[src/design/dmt_pkg.sv]
package dmt_pkg;

	localparam int TABLE_DEPTH = 64;
	localparam int IDX_W = $clog2(TABLE_DEPTH);
	localparam int CNT_W = $clog2(TABLE_DEPTH + 1);
	localparam int RAD_W = 24;
	localparam int COORD_W = 32;
	localparam int SQ_W = 2 * RAD_W;
	localparam int ADDR_W = 3;

	// result actions
	localparam logic [1:0] ACT_APPEND = 2'd0;
	localparam logic [1:0] ACT_MERGE = 2'd1;
	localparam logic [1:0] ACT_DROP = 2'd2;

	// register index (address bit 2)
	localparam logic REG_MARK = 1'b0;
	localparam logic REG_MERGE = 1'b1;

	localparam logic signed [COORD_W-1:0] COORD_MAX = {1'b0, {(COORD_W-1){1'b1}}};
	localparam logic signed [COORD_W-1:0] COORD_MIN = {1'b1, {(COORD_W-1){1'b0}}};

	localparam logic [RAD_W-1:0] MARK_RESET = RAD_W'(16384);
	localparam logic [RAD_W-1:0] MERGE_RESET = RAD_W'(32768);

	typedef struct packed {
		logic load;
		logic issue;
		logic capture;
		logic commit;
	} dmt_cmd_t;

	typedef struct packed {
		logic issue_done;
		logic pipe_empty;
		logic hit;
		logic out_busy;
	} dmt_sts_t;

	// clamp a 33-bit signed sum into the 32-bit range
	function automatic logic signed [COORD_W-1:0] sat32(input logic [COORD_W:0] s);
		logic signed [COORD_W-1:0] r;
		if (s[COORD_W] != s[COORD_W-1])
			r = s[COORD_W] ? COORD_MIN : COORD_MAX;
		else
			r = s[COORD_W-1:0];
		return r;
	endfunction

	// floor((a + b) / 2)
	function automatic logic signed [COORD_W-1:0] midpoint(
		input logic signed [COORD_W-1:0] a,
		input logic signed [COORD_W-1:0] b
	);
		logic [COORD_W:0] s;
		s = {a[COORD_W-1], a} + {b[COORD_W-1], b};
		return s[COORD_W:1];
	endfunction

endpackage

[src/design/dmt_ctrl.sv]
module dmt_ctrl (
	input  logic              clk,
	input  logic              arst_n,
	input  logic              in_valid,
	output logic              in_ready,
	input  dmt_pkg::dmt_sts_t sts,
	output dmt_pkg::dmt_cmd_t cmd
);
	import dmt_pkg::*;

	localparam logic [1:0] S_IDLE = 2'd0;
	localparam logic [1:0] S_SCAN = 2'd1;
	localparam logic [1:0] S_COMMIT = 2'd2;

	logic [1:0] state_q;
	logic [1:0] state_d;

	assign in_ready = (state_q == S_IDLE);

	always_comb begin
		cmd = '0;
		state_d = state_q;
		case (state_q)
			S_IDLE: begin
				cmd.load = in_valid;
				if (in_valid)
					state_d = S_SCAN;
			end
			S_SCAN: begin
				cmd.issue = !sts.issue_done && !sts.hit;
				cmd.capture = sts.hit;
				if (sts.hit || (sts.issue_done && sts.pipe_empty))
					state_d = S_COMMIT;
			end
			S_COMMIT: begin
				// hold until the output register is free
				cmd.commit = !sts.out_busy;
				if (!sts.out_busy)
					state_d = S_IDLE;
			end
			default: begin
				state_d = S_IDLE;
			end
		endcase
	end

	always_ff @(posedge clk or negedge arst_n) begin
		if (!arst_n)
			state_q <= S_IDLE;
		else
			state_q <= state_d;
	end

endmodule

[config.mk]
export PLATFORM = sky130hd
export DESIGN_NAME = dmt_ctrl
export DESIGN_NICKNAME = d
export VERILOG_FILES = /design/src/design/dmt_pkg.sv /design/src/design/dmt_ctrl.sv
export SDC_FILE = /design/constraint.sdc
export NUM_CORES = 1
export LEC_CHECK = 0
export BUFFER_PORTS_ARGS = -buffer_cell sky130_fd_sc_hd__buf_4
export CAP_MARGIN = 20
export CORE_AREA = 2 2 39 41
export DETAILED_ROUTE_END_ITERATION = 6
export DIE_AREA = 0 0 41 43
export GPL_TIMING_DRIVEN = 0
export PLACE_DENSITY = 0.3
export SLEW_MARGIN = 20
export SYNTH_ARGS = -nofsm -noshare
export SYNTH_HDL_FRONTEND = slang
export SYNTH_SLANG_ARGS = --single-unit
export TNS_END_PERCENT = 100
[constraint.sdc]
create_clock -name clk -period 1.1 [get_ports clk]
set_input_delay 0.165 -clock clk [delete_from_list [all_inputs] [get_ports clk]]
set_output_delay 0.165 -clock clk [all_outputs]
set_load 0.03 [all_outputs]
==> results of run 1 <==
-- repair_timing --
action	in CTS	in global routing
gates resized for setup	2	2
setup endpoints to repair	5	5
pin swaps	1	1
hold buffers	1	0
hold endpoints to repair	2	0
-- power groups by stage --
stage	registers [W]	logic (W)	clock network (W)
6_report	0.000173	0.000358	0.000162
5_1_grt	0.000179	0.000390	0.000175
4_1_cts	0.000167	0.000357	0.000175
3_5_place_dp	0.000154	0.000336	0
3_3_place_gp	0.000155	0.000335	0
2_1_floorplan	0.000145	0.000213	0
-- through the flow --
step | util (%) | power [W] | instances | TNS, ns | hold slack [ns]
final | 20.1 | 0.000693 | 44 | -0.544 | 0.246
after CTS | 19.8 | 0.000700 | 44 | -0.665 | 0.237
after global routing | 20.1 | 0.000744 | 44 | -0.780 | 0.260
after global placement | 16.8 | 0.000489 | 40 | 0 | -0.0526
after floorplan | - | 0.000358 | 13 | -0.0582 | -0.131
after detailed placement | 16.8 | 0.000490 | 40 | 0 | -0.0517
-- synthesized netlist by cell type, drive strengths merged --
master and n:
inv 1, nor3b 1, and3 1, nand2b 1
a21oi 1, nor2 1, dfrtp 2, a31o 1
nor3 2, nand3b 1, o21ai 1
-- worst register-to-register path: stages (launching register included) --
cell and delay [ns]:
dfrtp_2 0.46, nor3b_2 0.21, a31o_1 0.13
-- cell families (layout without fill, tap and decap cells) --
kind of cell    Yosys count  count (layout)  share of synthesized area, %
flops                     2               2                          41.7
simple gates              7               7                          39.6
buf+inv                   1              16                          3.12
compound gates            3               3                          15.6
-- per-layer routing --
layer,vias to the layer above,share of wire (%)
met5,-,0
met4,0,0
met3,0,18
met2,12,37
met1,59,45
li1,78,-
-- final cells by class --
type / count / area [µm²] / share of cell area, %
Multi-Input combinational cell: 10 / 83.8 / 30.2
Tap cell: 16 / 20.0 / 7.21
Inverter: 1 / 3.75 / 1.35
Sequential cell: 2 / 51.3 / 18.5
Timing Repair Buffer: 12 / 96.3 / 34.7
Clock buffer: 3 / 22.5 / 8.11
-- path summary, 6_finish.rpt --
check,slack (ns),cells after the start,endpoint,start
worst max-delay path,-0.17,3,cmd[2],state_q[1]
worst min-delay path,0.25,2,state_q[1],arst_n
worst max register to register,0.24,2,state_q[0],state_q[0]
worst min register to register,0.65,1,state_q[0],state_q[0]
max in group asynchronous,0.75,2,state_q[0],arst_n
min in group clk,0.25,3,state_q[1],sts[0]
==> flow_metrics.tcl, run 1 <==
set metrics [dict create \
    syn_avg_cell_area_um2 9.24 \
    root_buffer "clkbuf_4" \
    diodes 0 \
    drv_cap 0 \
    post-route-period-util_pct 116 \
    rsz0062_at_grt "true" \
    htreeDepth 1 \
    placed_cell_area_um2 233 \
    finalSetupViolCount 5 \
    cts_made_buffers 3 \
    seqPwrFrac_pct 25.0 \
    layout_common_cells "buf_4 (10), clkbuf_4 (3), nor3_2 (2)" \
    path_clk_slew_ns 0.03 \
    drt-total-wl_um 427 \
    ys_types 11 \
    ys_warn_count 0 \
    clock-sinks 2 \
    power_density_mw_per_mm2 2500 \
    drc_errors 0 \
    slew_viol_final 0 \
    grtUsageMet3_pct 2.62 \
    portBuffers 11 \
    yosysSeqAreaShare_pct 41.7 \
    dpl_worst_slack_ns 0.0376 \
    relSlewSlack_pct 87.1 \
    gp_congestion 0.572 \
    fillCellCount 149 \
    start_kind "flop" \
    ys_ff_latch 2 \
    die_y_um 43 \
    netlist_instances 13 \
    crit_path_cell_trace "nand2b_4, nor3_2, buf_4" \
    grt_pass1_vias 164 \
    vias 149 \
    syn_nets 20 \
    grt_pass1_wl_um 572 \
    slowest_delay_ns 0.43 \
    hold_violations 0 \
    grt_busiest_layer "met4" \
    switching_share_pct 43.6 \
    synth_area_leaders "dfrtp_1 (42%), nor3b_2 (10%), nor3_1 (8.3%), a31o_1 (7.3%), and3_2 (6.3%)" \
    path_delay_family "flip-flops" \
    internal_power_w 0.000391 \
    area_delta_synth_final_pct 131 \
    slowest_stage "dfrtp_1" \
    wl_per_cell_um 9.70 \
    viasPerCell 3.39 \
    top_register "state_q" \
    comb_power_share_pct 51.7 \
    cp_data_required_time_ns 0.94 \
    core_mm2 0.00138 \
    die-area_mm2 0.00176 \
    clock_latency_ns 0.22 \
    worst_slew_pin_slew_ns 0.194 \
    end_kind "output port" \
    synth_top_cell_by_area "dfrtp_1" \
    pin_count 12 \
    status "finished, violations left" \
    largestRegisters "state_q: 2 flops" \
    critPathBufInv 1 \
    netlist_area_um2 120 \
    postCtsSetupBuffers 0 \
    clock_power_share_pct 23.3 \
    num_rows 14 \
    critPathKind "reg -> out" \
    finalClockSkew_ns 0.000177 \
    hold_class "in -> async" \
    antenna_found_initial 0 \
    grt-ovfl-total 0 \
    period_minus_slack_ns 1.27 \
    p_sw_w 0.000302 \
    violations "setup timing" \
    grt_max_degree 8 \
    start_util_pct 8.68 \
    track_usage_pct 5.42 \
    antenna_left 0 \
    drive_gt1_share_pct 75.0 \
    drt-initial-drc-count 2 \
    nNetsFinal 37 \
    design_area_um2 278 \
    cts_tree "yes" \
    fmax_mhz 784 \
    die_x_um 41 \
    max-vdd-ir-drop_v 0.000678 \
    cp.arrival_ns 1.11 \
    use_met1_pct 5.47 \
    crit_fanout 5 \
    setup_slack_ns -0.175 \
    first_pass_iters 2 \
    layout_commonest_cell "buf_4" \
    power.leakage_nw 0.128 \
    largest_reg_flops 2 \
    clockBufferDepth 2 \
    grtUsageMet2_pct 6.25 \
    synthDominantCellAreaShare_pct 41.7 \
]
Power figures use the tool's default switching activity.
==> run 2, diff against run 1 <==
--- a/config.mk
+++ b/config.mk
@@ -5,13 +5,14 @@
 export SDC_FILE = /design/constraint.sdc
 export NUM_CORES = 1
 export LEC_CHECK = 0
-export BUFFER_PORTS_ARGS = -buffer_cell sky130_fd_sc_hd__buf_4
 export CAP_MARGIN = 20
 export CORE_AREA = 2 2 39 41
 export DETAILED_ROUTE_END_ITERATION = 6
 export DIE_AREA = 0 0 41 43
+export DONT_BUFFER_PORTS = 1
 export GPL_TIMING_DRIVEN = 0
 export PLACE_DENSITY = 0.3
+export RECOVER_POWER = 100
 export SLEW_MARGIN = 20
 export SYNTH_ARGS = -nofsm -noshare
 export SYNTH_HDL_FRONTEND = slang
==> run 2 against run 1 <==
Compared with the run above: the run still ends with setup timing left; clock skew is 0.0016 ns higher; non-clock buffer count down 11; worst setup slack improved by 0.0026 ns; power decreased by 8.4%; global-route usage is 0.90 points lower; clock power about the same; first-iteration DRC count down 50%; sequential cell count unchanged; largest cell class is now multi-input combinational cells; highest routed layer unchanged.
==> flow_metrics.tcl, run 2 (synthesis results as in run 1) <==
set metrics [dict create \
    finalClockSkew_ns 0.00176 \
    worst_slew_pin_slew_ns 0.412 \
    slowest_delay_ns 0.43 \
    power.leakage_nw 0.0769 \
    die_y_um 43 \
    end_kind "output port" \
    wl_per_cell_um 10.6 \
    area_delta_synth_final_pct 78.1 \
    crit_path_cell_trace "nand2b_4, nor3_4" \
    cts_tree "yes" \
    layout_common_cells "clkbuf_4 (3), nor3_4 (2), dfrtp_2 (2)" \
    critPathKind "reg -> out" \
    relSlewSlack_pct 72.5 \
    drive_gt1_share_pct 64.7 \
    fmax_mhz 786 \
    slew_viol_final 0 \
    cp_data_required_time_ns 0.94 \
    clockBufferDepth 2 \
    grt-ovfl-total 0 \
    cp.arrival_ns 1.11 \
    clock-sinks 2 \
    gp_congestion 0.480 \
    largest_reg_flops 2 \
    path_clk_slew_ns 0.03 \
    viasPerCell 3.67 \
    critPathBufInv 0 \
    rsz0062_at_grt "true" \
    htreeDepth 1 \
    switching_share_pct 48.8 \
    clock_power_share_pct 25.2 \
    status "finished, violations left" \
    comb_power_share_pct 44.6 \
    layout_commonest_cell "clkbuf_4" \
    drv_cap 0 \
    fillCellCount 152 \
    drc_errors 0 \
    first_pass_iters 2 \
    portBuffers 0 \
    post-route-period-util_pct 116 \
    violations "setup timing" \
    slowest_stage "dfrtp_2" \
    largestRegisters "state_q: 2 flops" \
    seqCellArea_um2 52.6 \
    top_register "state_q" \
    vias 121 \
    setup_slack_ns -0.172 \
    track_usage_pct 4.52 \
    diodes 0 \
    period_minus_slack_ns 1.27 \
    max-vdd-ir-drop_v 0.000421 \
    multi_input_area_um2 105 \
    seqPwrFrac_pct 30.2 \
    drt-total-wl_um 351 \
    p_sw_w 0.000310 \
    grt_pass1_wl_um 420 \
    die_x_um 41 \
    drt-initial-drc-count 1 \
    antenna_left 0 \
    fin_tns_setup_ns -0.753 \
    pin_count 12 \
    fin_util_pct 15.5 \
    clock_latency_ns 0.22 \
    design_area_um2 214 \
    num_rows 14 \
    start_util_pct 8.68 \
    placed_cell_area_um2 150 \
    path_delay_family "simple AND/OR/NAND/NOR gates" \
    antenna_found_initial 0 \
    power_density_mw_per_mm2 2970 \
    nNetsFinal 26 \
    core_mm2 0.00138 \
    die-area_mm2 0.00176 \
    crit_fanout 5 \
    postCtsSetupBuffers 0 \
    finalSetupViolCount 6 \
    root_buffer "clkbuf_4" \
    hold_violations 0 \
    grt_max_degree 8 \
    cts_made_buffers 3 \
    start_kind "flop" \
    hold_class "in -> reg" \
    internal_power_w 0.000325 \
    total_power_w 0.000635 \
    grt_pass1_vias 118 \
]
[run 2: changes by cell type in the layout (fill, tap and decap cells not counted), sizes merged]
cell  delta
buf     -11
[run 2: power by group through the flow]
stage | sequential, W | clock, W | combinational [W]
floorplan | 0.000145 | 0 | 0.000213
global placement | 0.000150 | 0 | 0.000234
detailed placement | 0.000152 | 0 | 0.000240
CTS | 0.000190 | 0.000170 | 0.000290
global route | 0.000196 | 0.000169 | 0.000305
finish | 0.000192 | 0.000160 | 0.000283
[run 2: final timing paths]
kind	start	to	cells after the start	slack [ns]
max	state_q[1]	cmd[2]	2	-0.17
min	sts[0]	state_q[1]	2	0.11
max reg2reg	state_q[0]	state_q[0]	2	-0.02
min reg2reg	state_q[1]	state_q[1]	2	0.63
max in group asynchronous	arst_n	state_q[1]	1	0.79
min in group asynchronous	arst_n	state_q[0]	1	0.18
[run 2: layout make-up]
type                       count  area share (%)
timing repair buffer           1            4.68
multi-input combinational     10            49.1
inverter                       1            1.75
sequential                     2            24.6
clock buffer                   3            10.5
tap                           16            9.36
[run 2: stage by stage]
step | instances | setup WS [ns] | hold slack [ns]
floorplan | 13 | -0.0301 | -0.131
global placement | 29 | -0.0901 | -0.130
detailed placement | 29 | -0.124 | -0.130
CTS | 33 | -0.240 | 0.110
global route | 33 | -0.225 | 0.137
finish | 33 | -0.172 | 0.113
[run 2: per-layer routing]
metal	GRT usage [%]	wire length (µm)
met5	0	0
met4	8.00	0
met3	4.71	82
met2	4.69	129
met1	2.89	139
[run 2: timing repair]
action | CTS | global route
endpoints found under the setup margin | 6 | 6
endpoints found under the hold margin | 2 | 0
pin swaps | 3 | 3
resized for setup | 7 | 0
hold buffers | 1 | 0
